## config.mk

```make
export PLATFORM = sky130hd
export DESIGN_NAME = bci_div
export DESIGN_NICKNAME = d
export VERILOG_FILES = /design/src/rtl/bci_pkg.sv /design/src/rtl/bci_div.sv
export SDC_FILE = /design/constraint.sdc
export NUM_CORES = 1
export LEC_CHECK = 0
export BUFFER_PORTS_ARGS = -buffer_cell sky130_fd_sc_hd__buf_2
export CAP_MARGIN = 20
export CORE_MARGIN = 8
export CORE_UTILIZATION = 55
export DETAILED_ROUTE_END_ITERATION = 12
export GPL_ROUTABILITY_DRIVEN = 0
export PLACE_DENSITY = 0.84
export SLEW_MARGIN = 20
export SYNTH_ARGS = -nofsm -noshare
export SYNTH_HDL_FRONTEND = slang
export SYNTH_SLANG_ARGS = --single-unit
```

## constraint.sdc

```tcl
create_clock -name clk -period 3.85 [get_ports clk]
set_clock_uncertainty 0.2 [all_clocks]
set_input_delay 0.1925 -clock clk [delete_from_list [all_inputs] [get_ports clk]]
set_output_delay 0.1925 -clock clk [all_outputs]
set_load 0.01 [all_outputs]
```

## src/rtl/bci_pkg.sv

```systemverilog
`timescale 1ns / 1ps
package bci_pkg;

	localparam int MAX_POINTS = 64;
	localparam int IDX_W      = $clog2(MAX_POINTS);
	localparam int CNT_W      = $clog2(MAX_POINTS + 1);

	localparam int TIME_W     = 32;
	localparam int VAL_W      = 16;
	localparam int QUO_W      = VAL_W;
	localparam int DVD_W      = TIME_W + VAL_W;

	localparam logic [1:0] OP_QUERY  = 2'd0;
	localparam logic [1:0] OP_APPEND = 2'd1;
	localparam logic [1:0] OP_CLEAR  = 2'd2;

	localparam logic [1:0] ST_OK    = 2'd0;
	localparam logic [1:0] ST_FULL  = 2'd1;
	localparam logic [1:0] ST_ORDER = 2'd2;

	localparam logic [1:0] CFG_ANCHOR_TIME  = 2'd0;
	localparam logic [1:0] CFG_ANCHOR_VALUE = 2'd1;
	localparam logic [1:0] CFG_HOLD_MODE    = 2'd2;

	typedef struct packed {
		logic [1:0]        op;
		logic [TIME_W-1:0] time_req;
		logic [VAL_W-1:0]  value;
	} bci_in_t;

	typedef struct packed {
		logic [VAL_W-1:0] level;
		logic [1:0]       status;
	} bci_out_t;

	typedef struct packed {
		logic [TIME_W-1:0] pt_time;
		logic [VAL_W-1:0]  pt_value;
	} bci_entry_t;

endpackage

```

## src/rtl/bci_div.sv

```systemverilog
`timescale 1ns / 1ps
module bci_div import bci_pkg::*; (
	input  logic              clk,
	input  logic              arst_n,
	input  logic              start,
	input  logic [DVD_W-1:0]  dividend,
	input  logic [TIME_W-1:0] divisor,
	output logic              done,
	output logic [QUO_W-1:0]  quotient
);

	localparam int STEP_W = $clog2(QUO_W + 1);

	logic [TIME_W-1:0] rem_q;
	logic [TIME_W-1:0] divisor_q;
	logic [QUO_W-1:0]  low_q;
	logic [STEP_W-1:0] step_q;
	logic              busy_q;
	logic              done_q;

	logic [TIME_W+1:0] trial;
	logic              ge;

	// The caller guarantees the upper dividend bits are below the divisor, so the
	// quotient fits in QUO_W bits and the remainder never exceeds TIME_W bits.
	assign trial = {1'b0, rem_q, low_q[QUO_W-1]} - {2'b00, divisor_q};
	assign ge    = ~trial[TIME_W+1];

	always_ff @(posedge clk or negedge arst_n) begin
		if (!arst_n) begin
			busy_q <= 1'b0;
			done_q <= 1'b0;
			step_q <= '0;
		end else begin
			done_q <= busy_q && !start && (step_q == STEP_W'(1));
			if (start) begin
				rem_q     <= dividend[DVD_W-1:QUO_W];
				low_q     <= dividend[QUO_W-1:0];
				divisor_q <= divisor;
				step_q    <= STEP_W'(QUO_W);
				busy_q    <= 1'b1;
			end else if (busy_q) begin
				rem_q  <= ge ? trial[TIME_W-1:0] : {rem_q[TIME_W-2:0], low_q[QUO_W-1]};
				low_q  <= {low_q[QUO_W-2:0], ge};
				step_q <= step_q - STEP_W'(1);
				if (step_q == STEP_W'(1)) begin
					busy_q <= 1'b0;
				end
			end
		end
	end

	assign done     = done_q;
	assign quotient = low_q;

endmodule

```

==> flow_summary.toml <==
[floorplanning]
placementRows = 36
initial_core_util_pct = 55.6
die_w_um = 115
io_pins = 100
core_area_um2 = 9640
die_height_um = 115
design.die.area_um2 = 13200

[sta]
max_freq_ghz = 0.281
rsz0062_at_grt = "false"
period_share_pct = 92.5
slew_violations = 0
setup_violations = 0
slew_headroom_pct = 41.4
finalCriticalPeriod_ps = 3560
fin_tns_setup_ps = 0
hold_viol = 0
worst_slew_pin_slew_ps = 880

[clocking]
cts_tree = "yes"
path_clk_slew_ps = 90
cts.sinks = 87
cts_root_buffer = "clkbuf_8"
clk_latency_ps = 370
holdBufCountCts = 80
clockBufferDepth = 2
cts-buffers-inserted = 9
h-tree-depth = 3
postCtsSetupBuffers = 0
cts_resized = 0

[power_and_ir_drop]
power_frac_comb_pct = 39.6
power.density_nw_per_um2 = 447
switching_power_mw = 1.06
p_int_mw = 2.07
switching_share_pct = 33.9
totalPowerFinal_mw = 3.13
peakVddDrop_uv = 272
pwr-share-clk_pct = 20.1
p_seq_share_pct = 40.3
leakage_nw = 3.06

[run]
max_cap_violations = 0

[grt]
first_global_vias = 4598
antenna_found_initial = 0
track_usage_pct = 20.5
grt_pass1_wl_um = 21500
grt_max_degree = 87
grt_overflow = 0

[logic_synthesis]
avgSynthCellArea_um2 = 10.9
synthCells = 491
postSynthRegisterBits = 87
synth.area.top_cells = "edfxtp_1, ha_1, mux2_2, mux2i_1, dfrtp_1"
synth.cell_area_um2 = 5360
synth_top_cell_area_share_pct = 44.8
yosys_warnings = 0
synth_flop_cell = "edfxtp_1"
synth_common_cells = "edfxtp_1, inv_1, nand2_1, ha_1, o21ai_1"
ys_types = 56
synth_seq_area_share_pct = 48.1
synth_edf_count = 80
async_reset_ff_share_pct = 8.05
syn-num-nets = 609
yosysMostFrequentCell = "edfxtp_1"
synth_top_area_cell = "edfxtp_1"

[place]
numPortBuffers = 99
hpwl_um = 8640

[worst_setup_path]
endpoint = "rem_q[27]"
path_delay_family = "compound AO/OA/AOI/OAI gates"
worstSetupStartpointType = "register"
r2r_cells = 9
worst-path-stages = 9
critPathKind = "reg2reg"
path_common_cell = "o211ai_1"
crit_path_start = "rem_q[13]"
crit_required_ps = 3730
critPathMaxFanout = 13
end_kind = "register"
critPathSlowestCell = "nor2b_1"
arrival_ps = 3440
r2r-end = "rem_q[27]"
worstPathCellList = "ha_1, a21oi_1, o211ai_1, a41oi_1, a31oi_1, o211ai_1, a21boi_4, nor2b_1, a221oi_1"
crit_path_max_incr_delay_ps = 560
cp.buffers_inverters = 0
r2r-start = "rem_q[13]"
r2r_slack_ps = 290

[detailed_routing]
drt_iter0_drc = 241
drt-pass1-iter-count = 5
num_vias = 4352
routed_wirelength_um = 13100
ant_nets = 0
drc = 0
wl_per_cell_um = 16.2
via_per_inst = 5.40

[cells_and_area]
multiInputGateArea_um2 = 2550
layout-drive-gt1-share_pct = 22.9
register_area_um2 = 2580
fill_cells = 708
fin_nets = 786
syn_to_final_growth_pct = 30.4
n_antenna_cell = 0

[hold_path]
worstHoldPathType = "in2reg"

[status]
status = "finished, final reports clean"
state kept, by name, indices dropped and copies added, names as in the netlist:
register,cells
rem_q,32
quotient,16
divisor_q,32
step_q,5
busy_q,1
done,1
worst reg2reg max path: stages (launching register included):
cell	delay (ps)
edfxtp_1	410
ha_1	480
a21oi_1	160
o211ai_1	220
a41oi_1	150
a31oi_1	250
o211ai_1	220
a21boi_4	480
nor2b_1	560
a221oi_1	160
per-stage QoR:
step	cell area [um^2]	hold WS, ps	worst slack [ps]	instances	util (%)
floorplan	5360	-303	691	491	-
global placement	6000	-158	516	710	62.2
detailed placement	6000	-151	320	710	62.3
CTS	7000	9.49	318	806	72.6
global route	7000	17.7	59.7	806	72.6
finish	7000	19.2	287	806	72.6
cell type report:
type	count	share of cell area (%)
Timing Repair Buffer	184	19.1
Clock buffer	12	2.38
Tap cell	133	2.38
Inverter	46	2.47
Multi-Input combinational cell	340	36.5
Clock inverter	4	0.358
Sequential cell	87	36.8
power by group through the flow:
stage / registers, mW / logic (mW) / clock network [mW]
floorplan: 1.27 / 0.902 / 0
global placement: 1.27 / 1.11 / 0
detailed placement: 1.28 / 1.16 / 0
CTS: 1.26 / 1.23 / 0.637
global route: 1.28 / 1.37 / 0.669
finish: 1.26 / 1.24 / 0.627
layout by cell type, fill, tap and decap left out, types with 4 or more instances in the layout:
cell / n
o21ai_0: 9
a211oi_1: 4
xnor2_1: 19
edfxtp_1: 80
nor2b_1: 4
xor2_1: 13
nand2_1: 46
mux2_1: 5
nand3_1: 10
buf_4: 5
mux2i_1: 18
inv_1: 46
ha_1: 34
nor3b_1: 4
dfrtp_1: 7
o21ai_1: 29
o21bai_1: 7
nor2_1: 21
clkbuf_8: 10
a221o_1: 4
nand2b_1: 5
buf_2: 99
a21oi_1: 28
dlygate4sd3_1: 80
a21o_1: 9
mux2_2: 21
nor3_1: 7
per-layer routing:
layer  vias to the layer above  wire (um)  part of all wire (%)  global-route usage, %
met5                         -          0                     0                      0
met4                         0        197                   1.5                   6.39
met3                        22        991                   7.6                   5.93
met2                       147       6570                    50                   36.0
met1                      2056       5300                    41                   23.7
li1                       2127          -                     -                      -
logic make-up (layout without fill, tap and decap cells):
family | Yosys count | count (layout) | synth area share (%)
AO/OA/AOI/OAI | 118 | 118 | 15.1
XOR/XNOR | 32 | 32 | 5.23
adder cells (fa/ha/maj) | 35 | 35 | 8.30
buffers and inverters | 64 | 246 | 4.69
flip-flops | 87 | 87 | 48.1
multiplexers | 44 | 44 | 8.82
AND/OR/NAND/NOR | 111 | 111 | 9.84
worst min-delay path by stage:
stage | cells past startpoint | slack [ps] | startpoint | end
6_report | 3 | 20 | dividend[46] | rem_q[30]
5_1_grt | 3 | 20 | dividend[46] | rem_q[30]
4_1_cts | 3 | 9 | dividend[46] | rem_q[30]
3_5_place_dp | 1 | -150 | arst_n | busy_q
3_3_place_gp | 1 | -160 | arst_n | busy_q
2_1_floorplan | 0 | -300 | arst_n | busy_q
Power figures use the tool's default switching activity.
